### src/rtl/telescope_set_command_parser_macros.svh
// Assertion macros used by the set command parser record queue.
`ifndef TELESCOPE_SET_COMMAND_PARSER_MACROS_SVH
`define TELESCOPE_SET_COMMAND_PARSER_MACROS_SVH

// Check a property on every rising clock edge outside reset.
`define TSCP_CHECK(label, clk, rst_n, prop, msg) \
	label: assert property (@(posedge clk) disable iff (!rst_n) prop) else $error(msg);

// Check that a condition never holds outside reset.
`define TSCP_NEVER(label, clk, rst_n, cond, msg) \
	label: assert property (@(posedge clk) disable iff (!rst_n) !(cond)) else $error(msg);

`endif

### src/rtl/tscp_pkg.sv
// Types, constants and grammar tables of the set command parser.
`default_nettype none
package tscp_pkg;

	typedef enum logic [3:0] {
		K_DEC, K_RA, K_SID, K_HOME, K_HA, K_SYNC, K_LAT, K_LONG, K_UTC, K_TIME, K_DATE, K_NONE
	} kind_t;

	typedef enum logic [2:0] {C_SIGN, C_DIGIT, C_SEP, C_ANY, C_LIT} cls_t;

	typedef struct packed {
		cls_t       cls;
		logic [7:0] lit;
		logic [2:0] slot;
	} cell_t;

	localparam int NSLOT = 6;
	localparam logic [7:0] CH_PLUS  = 8'h2B;
	localparam logic [7:0] CH_MINUS = 8'h2D;
	localparam logic [7:0] CH_STAR  = 8'h2A;
	localparam logic [7:0] CH_COLON = 8'h3A;
	localparam logic [7:0] CH_SLASH = 8'h2F;
	localparam logic [7:0] CH_DOT   = 8'h2E;
	localparam logic [7:0] CH_ZERO  = 8'h30;
	localparam logic [7:0] CH_NINE  = 8'h39;
	localparam logic [7:0] CH_L     = 8'h4C;
	localparam logic [7:0] CH_P     = 8'h50;
	localparam logic [11:0] YEAR_BASE = 12'd2000;

	// One finished command body as seen by the back end.
	typedef struct packed {
		kind_t       kind;
		logic        failed;
		logic        sign;
		logic [4:0]  pos;
		logic [1:0]  off;
		logic [NSLOT-1:0][9:0] fld;
	} rec_t;

	// One result record.
	typedef struct packed {
		kind_t             kind;
		logic              ok;
		logic              neg;
		logic [7:0]        v1;
		logic [6:0]        v2;
		logic [6:0]        v3;
		logic [6:0]        rah;
		logic [6:0]        ram;
		logic [6:0]        ras;
		logic signed [7:0] utc;
		logic [11:0]       yr;
	} res_t;

	function automatic kind_t kind_of(input logic [7:0] ch);
		unique case (ch)
			8'h64: return K_DEC;
			8'h72: return K_RA;
			8'h48: return K_HA;
			8'h59: return K_SYNC;
			8'h74: return K_LAT;
			8'h67: return K_LONG;
			8'h47: return K_UTC;
			8'h4C: return K_TIME;
			8'h43: return K_DATE;
			default: return K_NONE;
		endcase
	endfunction

	function automatic logic [4:0] gram_len(input kind_t k);
		unique case (k)
			K_DEC: return 5'd9;
			K_RA, K_TIME, K_DATE: return 5'd8;
			K_SID, K_LAT, K_LONG: return 5'd6;
			K_HA: return 5'd5;
			K_SYNC: return 5'd18;
			K_UTC: return 5'd3;
			default: return 5'd0;
		endcase
	endfunction

	function automatic logic gram_exact(input kind_t k);
		return (k == K_SID) || (k == K_HOME) || (k == K_HA);
	endfunction

	function automatic cell_t mk(input cls_t c, input logic [7:0] l, input logic [2:0] s);
		cell_t r;
		r.cls = c;
		r.lit = l;
		r.slot = s;
		return r;
	endfunction

	// Pattern cell of grammar k at position q (q below its length).
	function automatic cell_t gram_cell(input kind_t k, input logic [4:0] q);
		cell_t r;
		r = mk(C_ANY, 8'h00, 3'd0);
		unique case (k)
			K_DEC, K_SYNC, K_LAT: begin
				unique case (q)
					5'd0: r = mk(C_SIGN, 8'h00, 3'd0);
					5'd1, 5'd2: r = mk(C_DIGIT, 8'h00, 3'd0);
					5'd3: r = mk(C_SEP, 8'h00, 3'd0);
					5'd4, 5'd5: r = mk(C_DIGIT, 8'h00, 3'd1);
					5'd6, 5'd12, 5'd15: r = mk(C_LIT, CH_COLON, 3'd0);
					5'd7, 5'd8: r = mk(C_DIGIT, 8'h00, 3'd2);
					5'd9: r = mk(C_LIT, CH_DOT, 3'd0);
					5'd10, 5'd11: r = mk(C_DIGIT, 8'h00, 3'd3);
					5'd13, 5'd14: r = mk(C_DIGIT, 8'h00, 3'd4);
					5'd16, 5'd17: r = mk(C_DIGIT, 8'h00, 3'd5);
					default: r = mk(C_ANY, 8'h00, 3'd0);
				endcase
			end
			K_RA, K_TIME, K_DATE: begin
				unique case (q)
					5'd0, 5'd1: r = mk(C_DIGIT, 8'h00, 3'd0);
					5'd2, 5'd5: r = mk(C_LIT, (k == K_DATE) ? CH_SLASH : CH_COLON, 3'd0);
					5'd3, 5'd4: r = mk(C_DIGIT, 8'h00, 3'd1);
					5'd6, 5'd7: r = mk(C_DIGIT, 8'h00, 3'd2);
					default: r = mk(C_ANY, 8'h00, 3'd0);
				endcase
			end
			K_SID: r = mk(C_DIGIT, 8'h00, 3'(q >> 1));
			K_HA: begin
				unique case (q)
					5'd0, 5'd1: r = mk(C_DIGIT, 8'h00, 3'd0);
					5'd3, 5'd4: r = mk(C_DIGIT, 8'h00, 3'd1);
					default: r = mk(C_ANY, 8'h00, 3'd0);
				endcase
			end
			K_LONG: begin
				unique case (q)
					5'd0, 5'd1, 5'd2: r = mk(C_DIGIT, 8'h00, 3'd0);
					5'd3: r = mk(C_SEP, 8'h00, 3'd0);
					5'd4, 5'd5: r = mk(C_DIGIT, 8'h00, 3'd1);
					default: r = mk(C_ANY, 8'h00, 3'd0);
				endcase
			end
			K_UTC: begin
				unique case (q)
					5'd0: r = mk(C_SIGN, 8'h00, 3'd0);
					default: r = mk(C_DIGIT, 8'h00, 3'd0);
				endcase
			end
			default: r = mk(C_ANY, 8'h00, 3'd0);
		endcase
		return r;
	endfunction

endpackage
`default_nettype wire

### src/rtl/tscp_front.sv
// Front end: takes body bytes, tracks the grammar and emits one record per command.
`default_nettype none
module tscp_front import tscp_pkg::*; (
	input  wire logic       clk,
	input  wire logic       arst_n,
	input  wire logic       take,
	input  wire logic [7:0] char_code,
	output rec_t            rec,
	output logic            rec_push
);
	logic [4:0] pos_q, pos_n;
	kind_t kind_q, kind_n;
	logic sign_q, sign_n, failed_q, failed_n;
	logic [1:0] off_q, off_n;
	logic [NSLOT-1:0][9:0] fld_q, fld_n;

	// Parse one byte.
	always_comb begin
		logic done;
		kind_t k;
		logic [4:0] q;
		cell_t c;
		logic is_sign, is_digit;
		logic [13:0] acc;
		pos_n = pos_q;
		kind_n = kind_q;
		sign_n = sign_q;
		failed_n = failed_q;
		off_n = off_q;
		fld_n = fld_q;
		done = 1'b0;
		k = kind_q;
		q = '0;
		c = mk(C_ANY, 8'h00, 3'd0);
		acc = '0;
		is_sign = (char_code == CH_PLUS) || (char_code == CH_MINUS);
		is_digit = (char_code >= CH_ZERO) && (char_code <= CH_NINE);
		rec.kind = kind_q;
		rec.failed = failed_q;
		rec.sign = sign_q;
		rec.pos = pos_q;
		rec.off = off_q;
		rec.fld = fld_q;
		rec_push = take && (char_code == 8'h00);
		if (take) begin
			if (char_code == 8'h00) begin
				// Drop the command state once the record leaves.
				pos_n = '0;
				kind_n = K_NONE;
				sign_n = 1'b0;
				failed_n = 1'b0;
				off_n = '0;
				fld_n = '0;
			end else begin
				if (pos_q != 5'd31) pos_n = pos_q + 5'd1;
				if (pos_q == 5'd0) begin
					kind_n = kind_of(char_code);
					off_n = 2'd1;
				end else if (!failed_q && kind_q != K_NONE) begin
					// Split the H forms on their second byte.
					if (k == K_HA && off_q == 2'd1 && pos_q == 5'd1) begin
						if (char_code == CH_L) begin
							kind_n = K_SID;
							off_n = 2'd2;
							done = 1'b1;
						end else if (char_code == CH_P) begin
							kind_n = K_HOME;
							off_n = 2'd2;
							done = 1'b1;
						end
					end
					if (!done && k == K_HOME) begin
						k = K_HA;
						kind_n = K_HA;
						off_n = 2'd2;
					end
					// Take the optional longitude sign.
					if (!done && k == K_LONG && off_q == 2'd1 && pos_q == 5'd1 && is_sign) begin
						sign_n = (char_code == CH_MINUS);
						off_n = 2'd2;
						done = 1'b1;
					end
					if (!done && pos_q >= {3'b000, off_n}) begin
						q = pos_q - {3'b000, off_n};
						if (q >= gram_len(k)) begin
							if (gram_exact(k)) failed_n = 1'b1;
						end else begin
							c = gram_cell(k, q);
							unique case (c.cls)
								C_SIGN: begin
									if (is_sign) sign_n = (char_code == CH_MINUS);
									else failed_n = 1'b1;
								end
								C_DIGIT: begin
									if (is_digit) begin
										acc = 14'(fld_q[c.slot]) * 14'd10
											+ 14'(char_code - CH_ZERO);
										fld_n[c.slot] = acc[9:0];
									end else begin
										failed_n = 1'b1;
									end
								end
								C_SEP: begin
									if (char_code != CH_STAR && char_code != CH_COLON)
										failed_n = 1'b1;
								end
								C_ANY: begin
								end
								C_LIT: begin
									if (char_code != c.lit) failed_n = 1'b1;
								end
								default: failed_n = 1'b1;
							endcase
						end
					end
				end
			end
		end
	end

	// Hold the parse state.
	always_ff @(posedge clk or negedge arst_n) begin
		if (!arst_n) begin
			pos_q <= '0;
			kind_q <= K_NONE;
			sign_q <= 1'b0;
			failed_q <= 1'b0;
			off_q <= '0;
			fld_q <= '0;
		end else begin
			pos_q <= pos_n;
			kind_q <= kind_n;
			sign_q <= sign_n;
			failed_q <= failed_n;
			off_q <= off_n;
			fld_q <= fld_n;
		end
	end
endmodule
`default_nettype wire

### src/rtl/tscp_queue.sv
// Two-entry record queue between front and back end.
`default_nettype none
`include "telescope_set_command_parser_macros.svh"
module tscp_queue import tscp_pkg::*; (
	input  wire logic clk,
	input  wire logic arst_n,
	input  wire logic push,
	input  wire rec_t din,
	output logic      qfull,
	output logic      qvalid,
	input  wire logic pop,
	output rec_t      dout
);
	rec_t entry_q [2];
	logic wr_q, rd_q;
	logic [1:0] count_q;

	assign qfull = (count_q == 2'd2);
	assign qvalid = (count_q != 2'd0);
	assign dout = entry_q[rd_q];

	// Store records.
	always_ff @(posedge clk) begin
		if (push) entry_q[wr_q] <= din;
	end

	// Advance pointers and count.
	always_ff @(posedge clk or negedge arst_n) begin
		if (!arst_n) begin
			wr_q <= 1'b0;
			rd_q <= 1'b0;
			count_q <= '0;
		end else begin
			if (push) wr_q <= ~wr_q;
			if (pop) rd_q <= ~rd_q;
			count_q <= count_q + 2'(push) - 2'(pop);
		end
	end

	`TSCP_NEVER(a_cnt_range, clk, arst_n, count_q == 2'd3, "queue count out of range")
	`TSCP_NEVER(a_pop_empty, clk, arst_n, pop && count_q == 2'd0, "pop from empty queue")
	`TSCP_CHECK(a_cnt_up, clk, arst_n,
		(push && !pop) |=> (count_q == $past(count_q) + 2'd1), "queue count lost a push")
endmodule
`default_nettype wire

### src/rtl/tscp_back.sv
// Back end: checks each record, maps the fields and holds the result.
`default_nettype none
module tscp_back import tscp_pkg::*; (
	input  wire logic clk,
	input  wire logic arst_n,
	input  wire logic qvalid,
	input  wire rec_t rec,
	output logic      qpop,
	input  wire logic pop,
	output logic      empty,
	output res_t      res
);
	res_t r;
	logic valid_q;

	assign qpop = qvalid && (!valid_q || pop);
	assign empty = !valid_q;

	// Work out the result of one record.
	always_comb begin
		logic [4:0] q;
		logic ok;
		logic [9:0] ddd, mm;
		logic near;
		q = rec.pos - {3'b000, rec.off};
		ddd = rec.fld[0];
		mm = rec.fld[1];
		ok = 1'b0;
		near = 1'b0;
		r = '0;
		r.kind = rec.kind;
		if (rec.kind != K_NONE && !rec.failed && rec.pos >= {3'b000, rec.off}) begin
			if (rec.kind == K_SID) ok = (q == 5'd4) || (q == 5'd6);
			else if (gram_exact(rec.kind)) ok = (q == gram_len(rec.kind));
			else ok = (q >= gram_len(rec.kind));
		end
		if (ok && rec.kind == K_LONG && (ddd >= 10'd360 || mm >= 10'd60)) ok = 1'b0;
		if (ok) begin
			unique case (rec.kind)
				K_DEC, K_SYNC, K_LAT: begin
					r.neg = rec.sign;
					r.v1 = rec.fld[0][7:0];
					r.v2 = rec.fld[1][6:0];
					if (rec.kind != K_LAT) r.v3 = rec.fld[2][6:0];
					if (rec.kind == K_SYNC) begin
						r.rah = rec.fld[3][6:0];
						r.ram = rec.fld[4][6:0];
						r.ras = rec.fld[5][6:0];
					end
				end
				K_RA, K_SID, K_TIME: begin
					r.v1 = rec.fld[0][7:0];
					r.v2 = rec.fld[1][6:0];
					r.v3 = rec.fld[2][6:0];
				end
				K_HA: begin
					r.v1 = rec.fld[0][7:0];
					r.v2 = rec.fld[1][6:0];
				end
				K_LONG: begin
					// Wrap to east-positive; near means the magnitude is the value itself.
					if (rec.sign) near = (ddd < 10'd180) || (ddd == 10'd180 && mm == 10'd0);
					else near = (ddd < 10'd180);
					if (near) begin
						r.neg = 1'b0;
						if (!rec.sign) r.neg = (ddd != 10'd0) || (mm != 10'd0);
						r.v1 = ddd[7:0];
						r.v2 = mm[6:0];
					end else begin
						r.neg = rec.sign;
						if (mm == 10'd0) begin
							r.v1 = 8'(10'd360 - ddd);
							r.v2 = '0;
						end else begin
							r.v1 = 8'(10'd359 - ddd);
							r.v2 = 7'(10'd60 - mm);
						end
					end
				end
				K_UTC: r.utc = rec.sign ? 8'(8'd0 - rec.fld[0][7:0]) : rec.fld[0][7:0];
				K_DATE: begin
					r.v1 = rec.fld[0][7:0];
					r.v2 = rec.fld[1][6:0];
					r.yr = YEAR_BASE + 12'(rec.fld[2]);
				end
				default: begin
				end
			endcase
		end
		r.ok = ok;
	end

	// Hold the result until it is taken.
	always_ff @(posedge clk or negedge arst_n) begin
		if (!arst_n) valid_q <= 1'b0;
		else if (qpop) valid_q <= 1'b1;
		else if (pop) valid_q <= 1'b0;
	end

	always_ff @(posedge clk) begin
		if (qpop) res <= r;
	end
endmodule
`default_nettype wire

### src/rtl/telescope_set_command_parser.sv
// Top level of the telescope set command parser.
// Input channel: push a body byte on char_code with push while full is low.
// A zero byte ends the command and produces exactly one result record;
// every other byte produces none.
// Result channel: while empty is low the oldest record sits on the result
// ports; pop takes it.
// Throughput: one byte per cycle while full is low, set by the parse step of the
// front end.
// Path: a record reaches the result ports through the record queue, then the
// result register, and waits in the queue while an untaken result is held.
// The two-entry record queue lets the front end keep taking bytes while the
// result register waits for pop; full rises only when the queue holds two
// records, and bytes are then held off.
// Reset (arst_n low) clears the parse state, the queue and the result valid
// flag; no record is pending afterward.
`default_nettype none
module telescope_set_command_parser import tscp_pkg::*; (
	input  wire logic       clk,
	input  wire logic       arst_n,
	input  wire logic       push,
	output logic            full,
	input  wire logic [7:0] char_code,
	output logic            empty,
	input  wire logic       pop,
	output logic [3:0]      command_kind,
	output logic            accepted,
	output logic            negative,
	output logic [7:0]      first_value,
	output logic [6:0]      second_value,
	output logic [6:0]      third_value,
	output logic [6:0]      ra_hours,
	output logic [6:0]      ra_minutes,
	output logic [6:0]      ra_seconds,
	output logic signed [7:0] utc_offset,
	output logic [11:0]     year
);
	rec_t rec_in, rec_out;
	res_t res;
	logic rec_push, qfull, qvalid, qpop;

	assign full = qfull;

	tscp_front u_front (
		.clk(clk), .arst_n(arst_n), .take(push && !qfull), .char_code(char_code),
		.rec(rec_in), .rec_push(rec_push)
	);

	tscp_queue u_queue (
		.clk(clk), .arst_n(arst_n), .push(rec_push), .din(rec_in), .qfull(qfull),
		.qvalid(qvalid), .pop(qpop), .dout(rec_out)
	);

	tscp_back u_back (
		.clk(clk), .arst_n(arst_n), .qvalid(qvalid), .rec(rec_out), .qpop(qpop),
		.pop(pop), .empty(empty), .res(res)
	);

	// Drive the result ports.
	assign command_kind = res.kind;
	assign accepted = res.ok;
	assign negative = res.neg;
	assign first_value = res.v1;
	assign second_value = res.v2;
	assign third_value = res.v3;
	assign ra_hours = res.rah;
	assign ra_minutes = res.ram;
	assign ra_seconds = res.ras;
	assign utc_offset = res.utc;
	assign year = res.yr;
endmodule
`default_nettype wire
### config.mk
export PLATFORM = sky130hd
export DESIGN_NAME = telescope_set_command_parser
export DESIGN_NICKNAME = d
export VERILOG_FILES = /design/src/rtl/tscp_pkg.sv /design/src/rtl/tscp_front.sv /design/src/rtl/tscp_queue.sv /design/src/rtl/tscp_back.sv /design/src/rtl/telescope_set_command_parser.sv
export VERILOG_INCLUDE_DIRS = /design/src /design/src/rtl
export SDC_FILE = /design/constraint.sdc
export NUM_CORES = 1
export LEC_CHECK = 0
export BUFFER_PORTS_ARGS = -buffer_cell sky130_fd_sc_hd__clkbuf_2
export CAP_MARGIN = 0
export CORE_UTILIZATION = 54
export CTS_BUF_LIST = sky130_fd_sc_hd__clkbuf_4
export DETAILED_ROUTE_END_ITERATION = 8
export PLACE_DENSITY = 0.72
export REMOVE_ABC_BUFFERS = 1
export SKIP_CTS_REPAIR_TIMING = 1
export SLEW_MARGIN = 20
export SYNTH_ARGS = -nofsm -noshare
export SYNTH_HDL_FRONTEND = slang
export SYNTH_HIERARCHICAL = 1
export SYNTH_SLANG_ARGS = --single-unit
### constraint.sdc
create_clock -name clk -period 9.99 [get_ports clk]
set_clock_uncertainty 0.05 [all_clocks]
set_input_delay 0 -clock clk [delete_from_list [all_inputs] [get_ports clk]]
set_output_delay 0 -clock clk [all_outputs]
set_load 0.005 [all_outputs]
==> metrics.yaml, run 1 <==
sta:
  timing.hold.ws_ns: -0.02225
  post-route-period-util_pct: 83.54
  layout_min_cycle_time_ns: 8.346
  final-setup-viol-count: 0
  slew_violations: 0
  fmax_mhz: 119.8
  rsz0062_at_grt: "false"
  fin_tns_setup_ns: 0
  hold_viol: 12
  relSlewSlack_pct: 28.91
  tightest_slew_ns: 1.064
setup_path:
  cp-start-kind: "register"
  end_kind: "register"
  crit_path_top_delay_cell: "fa_1"
  cp.required_ns: 10.48
  worstPathArrival_ns: 8.83
  crit_fanout: 20
  cpMostUsedCell: "ha_1"
  worstSetupPathType: "reg2reg"
  slowest_delay_ns: 0.78
  rrSetupSlack_ns: 1.64
global_routing:
  grt-ovfl-total: 0
  grt_pass1_wl_um: 54710
  grt_pass1_vias: 9968
  antenna_found_initial: 1
  grt_max_degree: 76
  met1_usage_pct: 34.51
  grt.busiest_layer: "met2"
  gr-usage-all-layers_pct: 24.98
  use_met3_pct: 4.774
  met2_usage_pct: 39.37
power:
  ir_drop_mv: 0.3591
  cellLeakagePower_nw: 6.908
  power.density_mw_per_mm2: 350.3
drt:
  dr.pass1.iters: 5
  avgRoutedWirePerCell_um: 19.52
  drt-vias-per-instance: 5.912
  num_vias: 10400
  drc: 0
  drtIter0Drc: 966
  finalWirelength_um: 34340
  drtAntennaViolNets: 0
clock_tree:
  clk_pin_slew_worst_paths_ns: 0.07
  cts_tree: "yes"
  cts_buffers: 70
  clkLatencyLatePin_ns: 0.67
  h-tree-depth: 3
  clock-root-buffer: "clkbuf_4"
  cts_sinks: 272
  cts.path.max_buffers: 3
final_layout:
  finalNetCount: 1440
  drive_gt1_share_pct: 23.57
  mostFrequentLayoutCells: "edfxtp_1, nand2_1, clkbuf_4, o21ai_0, clkbuf_2"
  area_growth_pct: 10.29
  post-route-util_pct: 60.64
  final_common_cell: "edfxtp_1"
  n_fill_cell: 2194
  design_area_mm2: 0.01630
  instances_no_fill: 1759
min_path:
  hold_class: "in2async"
status:
  status: "finished, violations left"
  violations: "negative hold slack"
yosys:
  yosysWarnings: 6
  syn_area_mm2: 0.01478
  syn_avg_cell_area_um2: 11.73
  syn_inst: 1260
die:
  start_util_pct: 54.98
  die_w_um: 167.4
  die_h_um: 167.4
  rows: 60
  core-area_mm2: 0.02688
  die_area_mm2: 0.02803
  ios: 83
placement:
  dp_cells: 1625
  numPortBuffers: 82
  placed_area_mm2: 0.01531
  gp_congestion: 0.9261
  dp_hpwl_um: 24280
flow_run:
  cap_violations: 0
## final timing paths
| kind | from | endpoint | depth (start not counted) |
|---|---|---|---|
| max | u_front/pos_q[3] | u_front/rec[29] | 32 |
| min | arst_n | u_front/pos_q[4] | 2 |
| max reg2reg | u_front/pos_q[3] | u_front/rec[29] | 32 |
| min reg2reg | u_front/rec[48] | u_front/rec[48] | 2 |
| max in group asynchronous | arst_n | u_queue/rd_q | 2 |
| min in group clk | char_code[5] | u_front/failed_q | 6 |
## layer usage
| metal | wire (µm) | up-vias | share of wire (%) |
|---|---|---|---|
| met1 | 15440 | 5008 | 45 |
| met2 | 15970 | 374 | 46 |
| met4 | 774 | 0 | 2.3 |
| li1 | - | 4960 | - |
| met5 | 0 | - | 0 |
| met3 | 2157 | 57 | 6.3 |
## final cells by class
class                      instances  area (µm²)  share of cell area (%)
antenna                            1       2.502                 0.01536
clock buffer                     103       773.2                   4.745
clock inverter                    26       175.2                   1.075
inverter                          43       161.4                  0.9904
multi-input combinational        876        6422                   39.41
sequential                       272        7800                   47.86
tap                              341       426.7                   2.618
timing repair buffer              97       535.5                   3.286
## flip-flops by register name, summed over array words and instances (netlist names), 2 cells and up
register and cells:
u_queue/entry_q 128, u_front/kind_q 4, u_back/res 69, u_front/rec 57, u_front/off_q 2, u_front/pos_q 5
u_queue/count_q 2
## metrics by stage
step                total power, W  setup WS [ns]  hold slack [ns]
floorplan                 0.003712          2.560          -0.3456
global placement          0.004660          1.949           0.1709
detailed placement        0.004678          1.827           0.1737
CTS                       0.005684          1.741          -0.5673
global route              0.006104         0.9630         0.009926
finish                    0.005709          1.644         -0.02225
## worst max-delay path: cells and delay by family (launching register included)
| family | cells | cell delay [ns] |
|---|---|---|
| AOI/OAI and AO/OA | 10 | 1.82 |
| xor gates and xnor gates | 3 | 0.50 |
| adders and majority gates | 7 | 2.67 |
| buffers and inverters | 2 | 0.49 |
| DFF | 1 | 0.62 |
| and+or+nand+nor | 10 | 2.03 |
## power breakdown
group          switching (W)  internal [W]
Sequential          0.000155       0.00141
Combinational        0.00201       0.00115
Clock               0.000450      0.000531
Total                0.00262       0.00309
No activity file was read; power rests on OpenSTA's default activity.
==> run 2: changes to the inputs <==
--- a/config.mk
+++ b/config.mk
@@ -11,7 +11,7 @@
 export CORE_UTILIZATION = 54
 export CTS_BUF_LIST = sky130_fd_sc_hd__clkbuf_4
 export DETAILED_ROUTE_END_ITERATION = 8
-export PLACE_DENSITY = 0.72
+export PLACE_DENSITY = 0.75
 export REMOVE_ABC_BUFFERS = 1
 export SKIP_CTS_REPAIR_TIMING = 1
 export SLEW_MARGIN = 20
==> constraint.sdc (replaced) <==
create_clock -name clk -period 7 [get_ports clk]
set_clock_uncertainty 0.05 [all_clocks]
set_input_delay 0 -clock clk [delete_from_list [all_inputs] [get_ports clk]]
set_output_delay 0 -clock clk [all_outputs]
set_load 0.005 [all_outputs]
==> run 2 against run 1 <==
  * The flow still finishes with violations (negative hold slack)
  * Cell area increased by 4.2%
  * Highest routed layer is now met5
  * Sequential power grew 36%
  * Cell count is 3.5% higher
  * First-iteration DRC count down 14%
==> metrics.yaml, run 2 (same netlist as run 1, synthesis figures left out) <==
final_layout:
  largest_reg_flops: 128  # unchanged
  regMostFlops: "u_queue/entry_q"  # unchanged
  post-route-util_pct: 63.20  # was 60.64%
  drive_gt1_share_pct: 28.40  # was 23.57%
  mostFrequentLayoutCells: "edfxtp_1, nand2_1, clkbuf_4, clkbuf_2, o21ai_0"  # was edfxtp_1, nand2_1, clkbuf_4, o21ai_0, clkbuf_2
  multi_input_area_mm2: 0.006561  # was 0.006422 mm²
  design_area_mm2: 0.01699  # was 0.01630 mm²
  final-seq-area_mm2: 0.007800  # unchanged
  final_common_cell: "edfxtp_1"  # unchanged
  finalNetCount: 1503  # was 1,440
  n_fill_cell: 2114  # was 2,194
  area_growth_pct: 14.95  # was 10.29%
global_routing:
  antenna_found_initial: 2  # was 1
  gr-usage-all-layers_pct: 25.30  # was 24.98%
  grt_pass1_wl_um: 55590  # was 54,710 µm
  grt_max_degree: 76  # unchanged
  grt-ovfl-total: 0  # unchanged
  grt_pass1_vias: 10430  # was 9,968
sta:
  relSlewSlack_pct: 29.21  # was 28.91%
  tightest_slew_ns: 1.062  # was 1.064 ns
  post-route-period-util_pct: 95.67  # was 83.54%
  final-setup-viol-count: 0  # unchanged
  fmax_mhz: 149.3  # was 119.8 MHz
  slew_violations: 0  # unchanged
  layout_min_cycle_time_ns: 6.697  # was 8.346 ns
  timing.hold.ws_ns: -0.02614  # was -0.02225 ns
  hold_viol: 2  # was 12
setup_path:
  worst_r2r_startpoint: "u_front/kind_q[3]"  # was u_front/pos_q[3]
  worstPathArrival_ns: 7.15  # was 8.83 ns
  path_buf_inv: 2  # unchanged
  critPathLaunch: "u_front/kind_q[3]"  # was u_front/pos_q[3]
  crit_fanout: 12  # was 20
  cp_top_family: "adder cells"  # unchanged
  cp.required_ns: 7.45  # was 10.48 ns
  end_kind: "register"  # unchanged
  worstSetupPathType: "reg2reg"  # unchanged
  cp-start-kind: "register"  # unchanged
  slowest_delay_ns: 0.53  # was 0.78 ns
  crit_path_top_delay_cell: "dfstp_2"  # was fa_1
drt:
  drtIter0Drc: 827  # was 966
  finalWirelength_um: 35200  # was 34,340 µm
  drt-vias-per-instance: 5.919  # was 5.912
  dr.pass1.iters: 6  # was 5
  num_vias: 10780  # was 10,400
  drc: 0  # unchanged
  drtAntennaViolNets: 0  # unchanged
  avgRoutedWirePerCell_um: 19.33  # was 19.52 µm
die:
  start_util_pct: 54.98  # unchanged
  die_h_um: 167.4  # unchanged
  core-area_mm2: 0.02688  # unchanged
  die_w_um: 167.4  # unchanged
  ios: 83  # unchanged
  rows: 60  # unchanged
  die_area_mm2: 0.02803  # unchanged
power:
  cellLeakagePower_nw: 7.260  # was 6.908 nW
  power.density_mw_per_mm2: 531.5  # was 350.3 mW/mm²
  ir_drop_mv: 0.9530  # was 0.3591 mV
clock_tree:
  clock-root-buffer: "clkbuf_4"  # unchanged
  clkLatencyLatePin_ns: 0.68  # was 0.67 ns
  clk_pin_slew_worst_paths_ns: 0.06  # was 0.07 ns
  cts_sinks: 272  # unchanged
  cts_tree: "yes"  # unchanged
  h-tree-depth: 3  # unchanged
  cts.path.max_buffers: 3  # unchanged
  cts_buffers: 71  # was 70
status:
  status: "finished, violations left"  # unchanged
  violations: "negative hold slack"  # unchanged
placement:
  gp_congestion: 0.9706  # was 0.9261
  dp_hpwl_um: 24860  # was 24,280 µm
  placed_area_mm2: 0.01565  # was 0.01531 mm²
  numPortBuffers: 82  # unchanged
flow_run:
  cap_violations: 0  # unchanged
min_path:
  hold_class: "in2reg"  # was in2async
  worstHoldStart: "char_code[5]"
run 2: changes by cell type in the layout (fill, tap and decap cells not counted), sizes merged:
| cell | previous run | this run |
|---|---|---|
| clkinvlp | 2 | 1 |
| inv | 44 | 46 |
| buf | 12 | 68 |
| clkbuf | 184 | 187 |
| and2 | 8 | 9 |
| clkinv | 21 | 16 |
| dlygate4sd3 | 4 | 9 |
| bufinv | 2 | 3 |
run 2: per-stage QoR:
| step | hold slack (ns) | setup TNS [ns] | std cells | worst slack [ns] | total power (W) |
|---|---|---|---|---|---|
| floorplan | -0.3456 | -1.612 | 1191 | -0.4298 | 0.005297 |
| global route | 0.01274 | -0.02232 | 1821 | -0.01962 | 0.009604 |
| CTS | -0.5764 | -0.2189 | 1798 | -0.07585 | 0.008696 |
| detailed placement | 0.1668 | -0.2198 | 1669 | -0.07795 | 0.007196 |
| global placement | 0.1664 | 0 | 1669 | 0.1068 | 0.007111 |
| finish | -0.02614 | 0 | 1821 | 0.3028 | 0.009029 |
run 2: routing by layer:
layer  vias to the layer above  track usage (%)  part of all wire, %
li1                       5082                -                    -
met1                      5177            33.64                   43
met2                       442            40.36                   47
met3                        75            5.932                  7.3
met4                         2            9.613                  2.8
met5                         -                0                0.026
run 2: layout make-up:
| class | instances | share of cell area (%) |
|---|---|---|
| Timing Repair Buffer | 158 | 6.158 |
| Clock buffer | 106 | 4.685 |
| Tap cell | 341 | 2.512 |
| Antenna cell | 1 | 0.01473 |
| Clock inverter | 23 | 1.134 |
| Inverter | 43 | 0.9502 |
| Sequential cell | 272 | 45.92 |
| Multi-Input combinational cell | 877 | 38.63 |
run 2: worst register-to-register path: cells and delay by family, from the launching register on:
kind | cells | cell delay, ns
AOI/OAI and AO/OA | 10 | 1.43
xor gates and xnor gates | 4 | 0.69
adders and majority gates | 6 | 1.81
buffers and inverters | 2 | 0.33
DFF | 1 | 0.53
and+or+nand+nor | 9 | 1.70
run 2: power by group:
| group | total [W] | internal [W] | switching (W) |
|---|---|---|---|
| Combinational | 0.00543 | 0.00218 | 0.00326 |
| Sequential | 0.00213 | 0.00201 | 0.000116 |
| Clock | 0.00147 | 0.000814 | 0.000653 |
| Total | 0.00903 | 0.00500 | 0.00402 |
run 2: path summary, 6_finish.rpt:
check                           slack [ns]  cells after the start                     end
worst max-delay path                  0.30                     31         u_front/rec[19]
worst min-delay path                 -0.03                      6        u_front/failed_q
worst max register to register        0.30                     31         u_front/rec[19]
worst min register to register        0.44                      0  u_queue/entry_q[0][19]
max in group asynchronous             5.17                      4            u_queue/rd_q
min in group asynchronous             0.41                      4         u_front/rec[15]
